$ cat src/sv/bdr_pkg.sv
`timescale 1ns / 1ps
// shared types, constants and dither helpers for the bayer dither block
package bdr_pkg;

  localparam int DIM_BITS = 10;
  localparam int DIM_MAX  = 1 << DIM_BITS;
  localparam int REG_W    = 11;
  localparam int ADDR_W   = 20;
  localparam int CHAN_W   = 8;
  localparam int PIX_W    = 16;
  localparam int APB_DW   = 32;
  localparam int PADDR_W  = 3;
  localparam int CMP_W    = (DIM_BITS + 1 > REG_W) ? DIM_BITS + 1 : REG_W;
  localparam int PROD_W   = (2 * DIM_BITS + 1 > ADDR_W) ? 2 * DIM_BITS + 1 : ADDR_W;

  localparam logic [REG_W-1:0] WIDTH_RESET  = REG_W'(320);
  localparam logic [REG_W-1:0] HEIGHT_RESET = REG_W'(240);

  typedef logic [DIM_BITS-1:0] cnt_t;
  typedef logic [DIM_BITS:0]   dim_t;
  typedef logic [CHAN_W-1:0]   chan_t;

  typedef enum logic [0:0] {
    CFG_IMAGE_WIDTH  = 1'b0,
    CFG_IMAGE_HEIGHT = 1'b1
  } cfg_reg_t;

  // effective frame size seen by the datapath
  typedef struct packed {
    dim_t width;
    dim_t height;
  } cfg_t;

  // word held in the input register
  typedef struct packed {
    chan_t red;
    chan_t green;
    chan_t blue;
    cnt_t  col;
    cnt_t  row;
    logic  frame_end;
  } pos_word_t;

  localparam logic [3:0] BAYER [4][4] = '{
    '{4'd0,  4'd8,  4'd2,  4'd10},
    '{4'd12, 4'd4,  4'd14, 4'd6},
    '{4'd3,  4'd11, 4'd1,  4'd9},
    '{4'd15, 4'd7,  4'd13, 4'd5}
  };

  // zero acts as one, anything above the counter range saturates
  function automatic dim_t eff_dim(logic [REG_W-1:0] raw);
    logic [CMP_W-1:0] wide;
    wide = CMP_W'(raw);
    if (raw == '0) begin
      return dim_t'(1);
    end else if (wide > CMP_W'(DIM_MAX)) begin
      return dim_t'(DIM_MAX);
    end else begin
      return wide[DIM_BITS:0];
    end
  endfunction

  // t/2 - 4, range -4..3
  function automatic logic signed [3:0] rb_offset(logic [3:0] t);
    return $signed({1'b0, t[3:1]} - 4'd4);
  endfunction

  // t/4 - 2, range -2..1
  function automatic logic signed [3:0] g_offset(logic [3:0] t);
    return $signed({2'b00, t[3:2]} - 4'd2);
  endfunction

  function automatic chan_t dither_chan(chan_t c, logic signed [3:0] off);
    logic signed [9:0] s;
    s = $signed({2'b00, c}) + $signed({{6{off[3]}}, off});
    if (s[9]) begin
      return '0;
    end else if (s[8]) begin
      return '1;
    end else begin
      return s[7:0];
    end
  endfunction

endpackage

$ cat src/sv/bdr_stream_if.sv
`timescale 1ns / 1ps
// pixel stream interfaces for the input and result channels
interface bdr_in_if;
  logic                  valid;
  logic                  ready;
  logic [bdr_pkg::CHAN_W-1:0] red;
  logic [bdr_pkg::CHAN_W-1:0] green;
  logic [bdr_pkg::CHAN_W-1:0] blue;

  modport source (output valid, output red, output green, output blue, input ready);
  modport sink   (input valid, input red, input green, input blue, output ready);
endinterface

interface bdr_out_if;
  logic                       valid;
  logic                       ready;
  logic [bdr_pkg::PIX_W-1:0]  pixel_565;
  logic [bdr_pkg::ADDR_W-1:0] store_address;
  logic                       frame_end;

  modport source (output valid, output pixel_565, output store_address, output frame_end,
                  input ready);
  modport sink   (input valid, input pixel_565, input store_address, input frame_end,
                  output ready);
endinterface

$ cat src/sv/bdr_cfg_regs.sv
`timescale 1ns / 1ps
// apb register file holding frame width and height
module bdr_cfg_regs (
  input  logic                        clk,
  input  logic                        rst,
  input  logic                        psel,
  input  logic                        penable,
  input  logic                        pwrite,
  input  logic [bdr_pkg::PADDR_W-1:0] paddr,
  input  logic [bdr_pkg::APB_DW-1:0]  pwdata,
  output logic [bdr_pkg::APB_DW-1:0]  prdata,
  output logic                        pready,
  output bdr_pkg::cfg_t               cfg
);
  import bdr_pkg::*;

  logic [REG_W-1:0] image_width;
  logic [REG_W-1:0] image_height;
  cfg_reg_t         sel;
  logic             wr_en;

  assign sel    = cfg_reg_t'(paddr[2]);
  assign wr_en  = psel && penable && pwrite;
  assign pready = 1'b1;

  always_ff @(posedge clk) begin
    if (rst) begin
      image_width  <= WIDTH_RESET;
      image_height <= HEIGHT_RESET;
    end else if (wr_en) begin
      unique case (sel)
        CFG_IMAGE_WIDTH:  image_width  <= pwdata[REG_W-1:0];
        CFG_IMAGE_HEIGHT: image_height <= pwdata[REG_W-1:0];
        default: ;
      endcase
    end
  end

  always_comb begin
    unique case (sel)
      CFG_IMAGE_WIDTH:  prdata = APB_DW'(image_width);
      CFG_IMAGE_HEIGHT: prdata = APB_DW'(image_height);
      default:          prdata = '0;
    endcase
  end

  assign cfg.width  = eff_dim(image_width);
  assign cfg.height = eff_dim(image_height);

endmodule

$ cat src/sv/bdr_position.sv
`timescale 1ns / 1ps
// raster position counters and input register
module bdr_position (
  input  logic               clk,
  input  logic               rst,
  input  bdr_pkg::cfg_t      cfg,
  bdr_in_if.sink             pix_in,
  output bdr_pkg::pos_word_t word,
  output logic               word_valid,
  input  logic               word_ready
);
  import bdr_pkg::*;

  cnt_t col;
  cnt_t row;
  cnt_t col_next;
  cnt_t row_next;
  dim_t col_plus;
  dim_t row_plus;
  logic last_col;
  logic last_row;
  logic accept;

  assign pix_in.ready = !word_valid || word_ready;
  assign accept       = pix_in.valid && pix_in.ready;

  // a counter past a shrunk limit counts as sitting on the last position
  assign col_plus = dim_t'(col) + dim_t'(1);
  assign row_plus = dim_t'(row) + dim_t'(1);
  assign last_col = col_plus >= cfg.width;
  assign last_row = row_plus >= cfg.height;

  always_comb begin
    col_next = col;
    row_next = row;
    if (last_col) begin
      col_next = '0;
      row_next = last_row ? '0 : row_plus[DIM_BITS-1:0];
    end else begin
      col_next = col_plus[DIM_BITS-1:0];
    end
  end

  always_ff @(posedge clk) begin
    if (rst) begin
      col        <= '0;
      row        <= '0;
      word_valid <= 1'b0;
    end else if (accept) begin
      col        <= col_next;
      row        <= row_next;
      word_valid <= 1'b1;
    end else if (word_ready) begin
      word_valid <= 1'b0;
    end
  end

  always_ff @(posedge clk) begin
    if (accept) begin
      word.red       <= pix_in.red;
      word.green     <= pix_in.green;
      word.blue      <= pix_in.blue;
      word.col       <= col;
      word.row       <= row;
      word.frame_end <= last_col && last_row;
    end
  end

  a_col_step: assert property (@(posedge clk) disable iff (rst)
    accept && !last_col |=> col == $past(col_plus[DIM_BITS-1:0]) && row == $past(row))
    else $error("column counter did not advance");

  a_col_wrap: assert property (@(posedge clk) disable iff (rst)
    accept && last_col |=> col == '0)
    else $error("column counter did not wrap at row end");

  a_frame_wrap: assert property (@(posedge clk) disable iff (rst)
    accept && last_col && last_row |=> row == '0 && word.frame_end)
    else $error("frame end not flagged or row not cleared");

  a_word_hold: assert property (@(posedge clk) disable iff (rst)
    word_valid && !word_ready |=> word_valid && $stable(word))
    else $error("stalled input word changed");

endmodule

$ cat src/sv/bdr_convert.sv
`timescale 1ns / 1ps
// ordered dither, rgb565 packing, rotated address and result register
module bdr_convert (
  input  logic               clk,
  input  logic               rst,
  input  bdr_pkg::cfg_t      cfg,
  input  bdr_pkg::pos_word_t word,
  input  logic               word_valid,
  output logic               word_ready,
  bdr_out_if.source          pix_out
);
  import bdr_pkg::*;

  logic [3:0]        t;
  logic signed [3:0] rb_off;
  logic signed [3:0] g_off;
  chan_t             r_d;
  chan_t             g_d;
  chan_t             b_d;
  logic [PROD_W-1:0] prod;
  logic [PROD_W-1:0] flip_row;
  logic [PROD_W-1:0] addr_full;

  assign word_ready = !pix_out.valid || pix_out.ready;

  assign t      = BAYER[word.row[1:0]][word.col[1:0]];
  assign rb_off = rb_offset(t);
  assign g_off  = g_offset(t);
  assign r_d    = dither_chan(word.red, rb_off);
  assign g_d    = dither_chan(word.green, g_off);
  assign b_d    = dither_chan(word.blue, rb_off);

  // column-major address, wraps modulo the address width
  assign prod      = PROD_W'(word.col) * PROD_W'(cfg.height);
  assign flip_row  = PROD_W'(cfg.height) - PROD_W'(1) - PROD_W'(word.row);
  assign addr_full = prod + flip_row;

  always_ff @(posedge clk) begin
    if (rst) begin
      pix_out.valid <= 1'b0;
    end else if (word_ready) begin
      pix_out.valid <= word_valid;
    end
  end

  always_ff @(posedge clk) begin
    if (word_valid && word_ready) begin
      pix_out.pixel_565     <= {r_d[7:3], g_d[7:2], b_d[7:3]};
      pix_out.store_address <= addr_full[ADDR_W-1:0];
      pix_out.frame_end     <= word.frame_end;
    end
  end

  a_load: assert property (@(posedge clk) disable iff (rst)
    word_valid && word_ready |=> pix_out.valid)
    else $error("result register missed a word");

  a_hold: assert property (@(posedge clk) disable iff (rst)
    pix_out.valid && !pix_out.ready |=> pix_out.valid && $stable(pix_out.store_address))
    else $error("stalled result changed");

  a_idle: assert property (@(posedge clk) disable iff (rst)
    !word_valid && word_ready |=> !pix_out.valid)
    else $error("result shown without a word");

endmodule

$ cat src/sv/bayer_dither_rgb565_rotate_top.sv
`timescale 1ns / 1ps
// an accepted pixel moves from the input register into the result register
// throughput: one pixel per cycle, sustained while the result side keeps ready high
// both stages hold under backpressure; input ready follows the input register's room
// the multiply for the rotated address sits in the single stage after the input register
// reset clears counters and valid flags, and sets the frame size to 320 x 240
module bayer_dither_rgb565_rotate_top (
  input  logic                        clk,
  input  logic                        rst,
  input  logic                        psel,
  input  logic                        penable,
  input  logic                        pwrite,
  input  logic [bdr_pkg::PADDR_W-1:0] paddr,
  input  logic [bdr_pkg::APB_DW-1:0]  pwdata,
  output logic [bdr_pkg::APB_DW-1:0]  prdata,
  output logic                        pready,
  bdr_in_if.sink                      pix_in,
  bdr_out_if.source                   pix_out
);
  import bdr_pkg::*;

  cfg_t      cfg;
  pos_word_t word;
  logic      word_valid;
  logic      word_ready;

  bdr_cfg_regs u_cfg (
    .clk     (clk),
    .rst     (rst),
    .psel    (psel),
    .penable (penable),
    .pwrite  (pwrite),
    .paddr   (paddr),
    .pwdata  (pwdata),
    .prdata  (prdata),
    .pready  (pready),
    .cfg     (cfg)
  );

  bdr_position u_pos (
    .clk        (clk),
    .rst        (rst),
    .cfg        (cfg),
    .pix_in     (pix_in),
    .word       (word),
    .word_valid (word_valid),
    .word_ready (word_ready)
  );

  bdr_convert u_conv (
    .clk        (clk),
    .rst        (rst),
    .cfg        (cfg),
    .word       (word),
    .word_valid (word_valid),
    .word_ready (word_ready),
    .pix_out    (pix_out)
  );

endmodule
$ cat src/flat_wrapper.sv
// flat-port wrapper written by rule: the top's interface ports become plain ports
module bayer_dither_rgb565_rotate_top_flat import bdr_pkg::*;
  (clk, rst, psel, penable, pwrite, paddr, pwdata, prdata, pready, pix_in_valid, pix_in_red, pix_in_green, pix_in_blue, pix_in_ready, pix_out_valid, pix_out_pixel_565, pix_out_store_address, pix_out_frame_end, pix_out_ready);
  bdr_in_if pix_in_i ();
  bdr_out_if pix_out_i ();
  input  logic clk;
  input  logic rst;
  input  logic psel;
  input  logic penable;
  input  logic pwrite;
  input  logic [bdr_pkg::PADDR_W-1:0] paddr;
  input  logic [bdr_pkg::APB_DW-1:0] pwdata;
  output logic [bdr_pkg::APB_DW-1:0] prdata;
  output logic pready;
  input wire logic [$bits(pix_in_i.valid)-1:0] pix_in_valid;
  input wire logic [$bits(pix_in_i.red)-1:0] pix_in_red;
  input wire logic [$bits(pix_in_i.green)-1:0] pix_in_green;
  input wire logic [$bits(pix_in_i.blue)-1:0] pix_in_blue;
  output wire logic [$bits(pix_in_i.ready)-1:0] pix_in_ready;
  output wire logic [$bits(pix_out_i.valid)-1:0] pix_out_valid;
  output wire logic [$bits(pix_out_i.pixel_565)-1:0] pix_out_pixel_565;
  output wire logic [$bits(pix_out_i.store_address)-1:0] pix_out_store_address;
  output wire logic [$bits(pix_out_i.frame_end)-1:0] pix_out_frame_end;
  input wire logic [$bits(pix_out_i.ready)-1:0] pix_out_ready;
  assign pix_in_i.valid = pix_in_valid;
  assign pix_in_i.red = pix_in_red;
  assign pix_in_i.green = pix_in_green;
  assign pix_in_i.blue = pix_in_blue;
  assign pix_in_ready = pix_in_i.ready;
  assign pix_out_valid = pix_out_i.valid;
  assign pix_out_pixel_565 = pix_out_i.pixel_565;
  assign pix_out_store_address = pix_out_i.store_address;
  assign pix_out_frame_end = pix_out_i.frame_end;
  assign pix_out_i.ready = pix_out_ready;
  bayer_dither_rgb565_rotate_top u_core (.clk(clk), .rst(rst), .psel(psel), .penable(penable), .pwrite(pwrite), .paddr(paddr), .pwdata(pwdata), .prdata(prdata), .pready(pready), .pix_in(pix_in_i), .pix_out(pix_out_i));
endmodule
$ cat config.mk
export PLATFORM = sky130hd
export DESIGN_NAME = bayer_dither_rgb565_rotate_top_flat
export DESIGN_NICKNAME = d
export VERILOG_FILES = /design/src/sv/bdr_pkg.sv /design/src/sv/bdr_stream_if.sv /design/src/sv/bdr_cfg_regs.sv /design/src/sv/bdr_position.sv /design/src/sv/bdr_convert.sv /design/src/sv/bayer_dither_rgb565_rotate_top.sv /design/src/flat_wrapper.sv
export SDC_FILE = /design/constraint.sdc
export NUM_CORES = 1
export LEC_CHECK = 0
export BUFFER_PORTS_ARGS = -buffer_cell sky130_fd_sc_hd__buf_2
export CAP_MARGIN = 10
export CORE_ASPECT_RATIO = 1.1
export CORE_UTILIZATION = 44
export DETAILED_ROUTE_END_ITERATION = 8
export PLACE_DENSITY = 0.69
export SETUP_SLACK_MARGIN = 0.5
export SYNTH_ARGS = -nofsm -noshare
export SYNTH_HDL_FRONTEND = slang
export SYNTH_HIERARCHICAL = 1
export SYNTH_SLANG_ARGS = --single-unit
$ cat constraint.sdc
create_clock -name clk -period 8.55 [get_ports clk]
set_input_delay 0.4275 -clock clk [delete_from_list [all_inputs] [get_ports clk]]
set_output_delay 0.4275 -clock clk [all_outputs]
set_load 0.01 [all_outputs]
==> After elaboration in Yosys (flattened, before gate mapping) <==
Cells that the tools add are included.
{ "op_classes": {"add_sub_neg": 10, "multipliers": 1, "magnitude_cmp": 6, "mux": 18, "n_bitwise": 3, "reduce_logical": 15} }
{ "op_table": {"columns": ["op", "n"], "rows": [
  ["32-bit one-hot mux with 2 select lines", 1],
  ["11-bit 2-to-1 mux", 4],
  ["16-bit binary-select mux with 2-bit select", 1],
  ["16-bit 2-to-1 mux", 2],
  ["8-bit 2-to-1 mux", 3],
  ["10-bit by 1-bit adder with 11-bit output (second input constant)", 2],
  ["11-bit greater-or-equal comparator", 2],
  ["11-bit greater-than comparator (second input constant)", 2],
  ["11-bit zero test", 2],
  ["20-bit adder", 1],
  ["9-bit by 4-bit adder with 10-bit output", 2],
  ["10-bit by 11-bit multiplier with 20-bit output", 1],
  ["10-bit 2-to-1 mux", 2],
  ["12-bit by 11-bit subtractor with 13-bit output", 1],
  ["11-bit by 1-bit subtractor with 12-bit output (second input constant)", 1],
  ["9-bit by 3-bit adder with 10-bit output", 1],
  ["4-bit binary-select mux with 2-bit select", 1],
  ["4-bit 2-to-1 mux", 2],
  ["3-bit greater-or-equal comparator (second input constant)", 2],
  ["2-bit NOT with 3-bit output", 2],
  ["2-bit AND reduction", 3],
  ["1-bit logical AND", 5],
  ["3-bit by 3-bit subtractor with 4-bit output (second input constant)", 1],
  ["2-bit by 2-bit subtractor with 3-bit output (second input constant)", 1],
  ["other kinds (5)", 8]
]} }
{ "totals": {"register_bits": 126, "in_bits": 66, "output_inout_bits": 72, "word_cells": 70} }

==> Logic depth before layout (Yosys ltp) <==
{ "logic_depth": {"word_depth": 10, "depth_mapped": 28} }

==> Cells and area by module <==
The synthesis kept the hierarchy.
{ "by_module_without_submodules": {"columns": ["module", "n_inst", "cells_each", "area_per_inst_um2", "seq_area_each_um2"], "rows": [
  ["bdr_convert", 1, 803, 7166.9, 1131.1],
  ["bdr_position", 1, 255, 3098.0, 1771.7],
  ["bdr_cfg_regs", 1, 159, 1427.6, 440.4]
]} }

==> Worst setup path after synthesis <==
Ideal clock, no wire load.
{ "synth_timing": {"path_kind": "reg-to-reg", "startpoint": "register u_core.u_cfg.image_height[10]", "endpoint": "register u_core.u_conv.pix_out.store_address[19], data pin", "t_arrival_ns": 5.846, "slack_ns": 2.443, "path_stages_with_launch": 27, "path_buffers": 2, "period_less_slack_ns": 6.107, "cell_sequence": "dfxtp_1 -> clkbuf_1 -> nor2b_1 -> clkbuf_1 -> inv_1 -> ha_1 -> or4b_1 -> o41ai_1 -> o21ai_0 -> ha_1 -> nand2_1 -> nand2b_1 -> a21oi_1 -> nand3b_1 -> a31oi_4 -> ha_1 -> inv_1 -> fa_1 -> fa_1 -> inv_1 -> ha_1 -> nand2_1 -> nor4_1 -> o21ai_1 -> a21o_1 -> o21ai_0 -> xnor2_1"} }
{ "synth_lines": {"columns": ["item", "line_no", "source"], "rows": [
  ["start: declaration", "bdr_cfg_regs.sv:18", "logic [REG_W-1:0] image_height;"],
  ["start signal: assignment", "bdr_cfg_regs.sv:33", "CFG_IMAGE_HEIGHT: image_height <= pwdata[REG_W-1:0];"],
  ["end signal: assignment", "bdr_convert.sv:49", "pix_out.store_address <= addr_full[ADDR_W-1:0];"],
  ["end: declaration", "bdr_stream_if.sv:21", "modport source (output valid, output pixel_565, output store_address, output frame_end,"]
]} }

==> results.py <==
metrics = {
    "critical_path": {
        "path_class": "flip-flop to flip-flop",
        "r2r.worst_path.cells": 25,
        "critical_path_buf_inv_count": 4,
        "critical_path_depth": 25,
        "worstReg2RegEnd": "u_core/u_conv/pix_out.store_address[19]",
        "worst_path_top_cell_family_by_delay": "adder cells",
        "timing.critical_path.required_ns": 8.72,
        "timing.critical_path.from": "u_core/u_cfg/image_height[4]",
        "critical_path.most_common_cell": "ha_1",
        "reg2reg_slack_ns": 1.78,
        "timing.rr.start": "u_core/u_cfg/image_height[4]",
        "crit_end": "u_core/u_conv/pix_out.store_address[19]",
        "critical_path.max_fanout": 16,
        "critPathSlowestCell": "fa_1",
        "end_kind": "flip-flop",
        "cpPeakStageDelay_ns": 0.54,
        "worstPathArrival_ns": 6.94,
        "worstSetupStartpointType": "flip-flop",
    },
    "die": {
        "fp.dieArea_mm2": 0.0272,
        "count_of_pins_on_the_block_boundary": 138,
        "core_area_mm2": 0.0261,
        "initial_utilization_pct": 44.7,
        "fp-row-count": 62,
        "die-height_um": 173,
        "chipWidth_um": 157,
    },
    "global_route": {
        "grt_usage_pct": 18.3,
        "antenna_found_initial": 0,
        "grt_start_max_net_pins": 52,
        "wire_length_of_the_first_global_routing_pass_um": 39900,
        "first_global_vias": 8375,
        "grt-ovfl-total": 0,
    },
    "logic_synthesis": {
        "synth_most_common_cell": "inv_1",
        "ys_ff_latch": 126,
        "yosys.area.top_type": "edfxtp_1",
        "leading_register_cell_type_out_of_synthesis": "edfxtp_1",
        "post-synth-top-area-fraction_pct": 21.1,
        "synth_area_leaders": "edfxtp_1 21%, fa_1 15%, ha_1 12%",
        "yosys_warnings": 6,
        "netlist_instances": 1217,
        "post_synth_num_cell_types": 80,
        "syn_area_per_cell_um2": 9.61,
        "ys_async_sr_fraction_pct": 0,
        "synth.cells.most_frequent": "187 x inv_1, 111 x ha_1, 95 x nand2_1, 89 x fa_1, 82 x edfxtp_1",
        "seq_area_frac_synth_pct": 28.6,
        "synth_edf_count": 82,
        "syn-cell-area_mm2": 0.0117,
    },
    "outcome": {
        "outcome": "finished, final reports clean",
    },
    "route": {
        "via_per_inst": 5.04,
        "vias": 8365,
        "detailedRoute.firstIterationViolations": 478,
        "detail_route.wl_per_cell_um": 14.2,
        "detail_route.drc_violations": 0,
        "drt.antenna.violating_nets": 0,
        "drt-total-wl_um": 23600,
        "drt_pass1_iterations": 5,
    },
    "sta": {
        "setup_viol_count_final": 0,
        "period_minus_slack_ns": 6.77,
        "timing.final.hold_violations": 0,
        "slew_headroom_pct": 29.3,
        "fin_skew_ns": 0.0103,
        "fmax_ghz": 0.148,
        "share_of_the_clock_period_used_by_the_worst_path_pct": 79.2,
        "worst_hold_slack_ns": 0.180,
        "grt_setup_unrepaired": "no",
        "maxSlewViolCount": 0,
        "worstMarginPinSlew_ns": 1.06,
        "fin_setup_tns_ns": 0,
    },
    "cells_and_area": {
        "area_delta_synth_final_pct": 11.0,
        "nNetsFinal": 1561,
        "layout-drive-gt1-share_pct": 13.6,
        "n_fill_cell": 2399,
        "num_antenna_cells": 0,
        "final_area_mm2": 0.0130,
        "layout.core_utilization_pct": 49.7,
    },
    "job": {
        "timing.max_cap.violations": 0,
    },
    "placed_design": {
        "detailed_place_hpwl_um": 17600,
        "placer_s_final_routability_congestion_estimate": 0.809,
        "placedInstanceArea_mm2": 0.0124,
        "port-buffer-count": 92,
    },
    "clock_tree": {
        "number_of_buffers_inserted_for_hold_repair_after_clock_tree_synthesis": 0,
        "clock_tree_root_driver_cell": "clkbuf_16",
        "post_cts.repair.setup_buffers": 0,
        "insertion_delay_ns": 0.42,
        "cts_tree": "yes",
        "cts.repair.resized": 0,
        "cts.sinks": 126,
        "htree_levels": 4,
        "max_clock_buf_depth": 2,
        "tritoncts.num_buffers": 17,
        "clk_transition_reported_paths_ns": 0.06,
    },
    "power": {
        "ir_worst_vdd_mv": 0.133,
        "total_leakage_power_nw": 5.95,
        "powerDensity_mw_per_mm2": 199,
    },
    "hold_path": {
        "hp-class": "primary input to flip-flop",
    },
}
-- registers in the layout (all words and copies together) (netlist names) --
register,flops
u_core/u_pos/word,45
u_core/u_conv/pix_out.valid,1
u_core/u_pos/word_valid,1
u_core/u_conv/pix_out.store_address,20
u_core/u_pos/col,10
u_core/u_pos/row,10
u_core/u_conv/pix_out.pixel_565,16
u_core/u_conv/pix_out.frame_end,1
u_core/u_cfg/image_width,11
u_core/u_cfg/image_height,11
-- worst min-delay path by stage --
stage,cells after the start,endpoint,from
final,1,u_core/u_pos/word[29],pix_in_green[0]
after global routing,1,u_core/u_pos/word[29],pix_in_green[0]
after CTS,1,u_core/u_pos/word[29],pix_in_green[0]
after detailed placement,0,u_core/u_conv/pix_out.frame_end,u_core/u_pos/word[0]
after global placement,0,u_core/u_conv/pix_out.frame_end,u_core/u_pos/word[0]
after floorplan,0,u_core/u_conv/pix_out.frame_end,u_core/u_pos/word[0]
-- cell families (layout without fill, tap and decap cells) --
logic type                 Yosys count  in the layout  synth area share [%]
adders and majority gates          200            200                  27.1
and+or+nand+nor                    364            364                  16.5
xor gates and xnor gates            78             78                  5.91
DFF                                126            126                  28.6
other                                2             22                0.0642
muxes                               35             35                  3.11
AOI/OAI and AO/OA                  160            160                  9.71
buffers and inverters              252            323                  9.00
-- report_power, final --
group / total, W / switching [W] / internal [W]
logic: 0.00109 / 0.000600 / 0.000485
clock network: 0.000711 / 0.000282 / 0.000430
registers: 0.000784 / 0.0000249 / 0.000759
total: 0.00258 / 0.000907 / 0.00167
-- worst register-to-register path: stages (launching register included) --
cell and delay [ns]:
dfxtp_1 0.34, nor4_1 0.47, a32o_1 0.24, buf_4 0.24, inv_1 0.08, ha_1 0.24
or4b_1 0.32, nor2_1 0.08, xor2_1 0.18, ha_1 0.23, or3_1 0.41, o21ai_1 0.24
nand3b_1 0.16, a31oi_4 0.42, ha_1 0.31, inv_1 0.07, fa_1 0.43, fa_1 0.54
inv_1 0.04, ha_1 0.37, nand2_1 0.09, nor4_1 0.35, o21ai_1 0.15, a21o_1 0.21
o21ai_0 0.21, xnor2_1 0.09
-- metal layers --
layer	share of wire (%)	wire, um	global-route usage, %
met2	49	11600	30.4
met5	0	0	0
met4	0.97	229	4.94
met1	46	10900	24.8
met3	3.7	883	2.88
-- layout make-up --
cell class | instances | area (um2) | share of cell area [%]
well taps | 352 | 440 | 3.39
repair buffers | 103 | 543 | 4.18
clock inverters | 11 | 103 | 0.790
clock buffers | 21 | 473 | 3.64
flip-flops and latches | 126 | 3340 | 25.7
multi-input cells | 859 | 7380 | 56.8
inverters | 188 | 706 | 5.44
-- layout by cell type, fill, tap and decap left out, types with 22 or more instances in the layout --
master / netlist / routed
inv_1: 187 / 186
ha_1: 111 / 111
nand2_1: 95 / 95
buf_2: 4 / 92
fa_1: 89 / 89
edfxtp_1: 82 / 82
nor2_1: 67 / 67
and2_1: 55 / 54
xnor2_1: 45 / 45
dfxtp_1: 44 / 44
nand2b_1: 38 / 38
a21oi_1: 37 / 37
xor2_1: 32 / 32
nor2b_1: 30 / 29
o21ai_0: 24 / 24
mux2i_1: 24 / 24
conb_1: 2 / 22
-- per-stage QoR --
stage	power, W	worst slack [ns]	std cells
finish	0.00258	1.78	1660
CTS	0.00260	1.73	1660
global placement	0.00186	1.87	1628
floorplan	0.00166	2.44	1237
global route	0.00279	1.17	1660
detailed placement	0.00188	1.72	1628
Note: power is estimated with default switching activity, not from simulation.
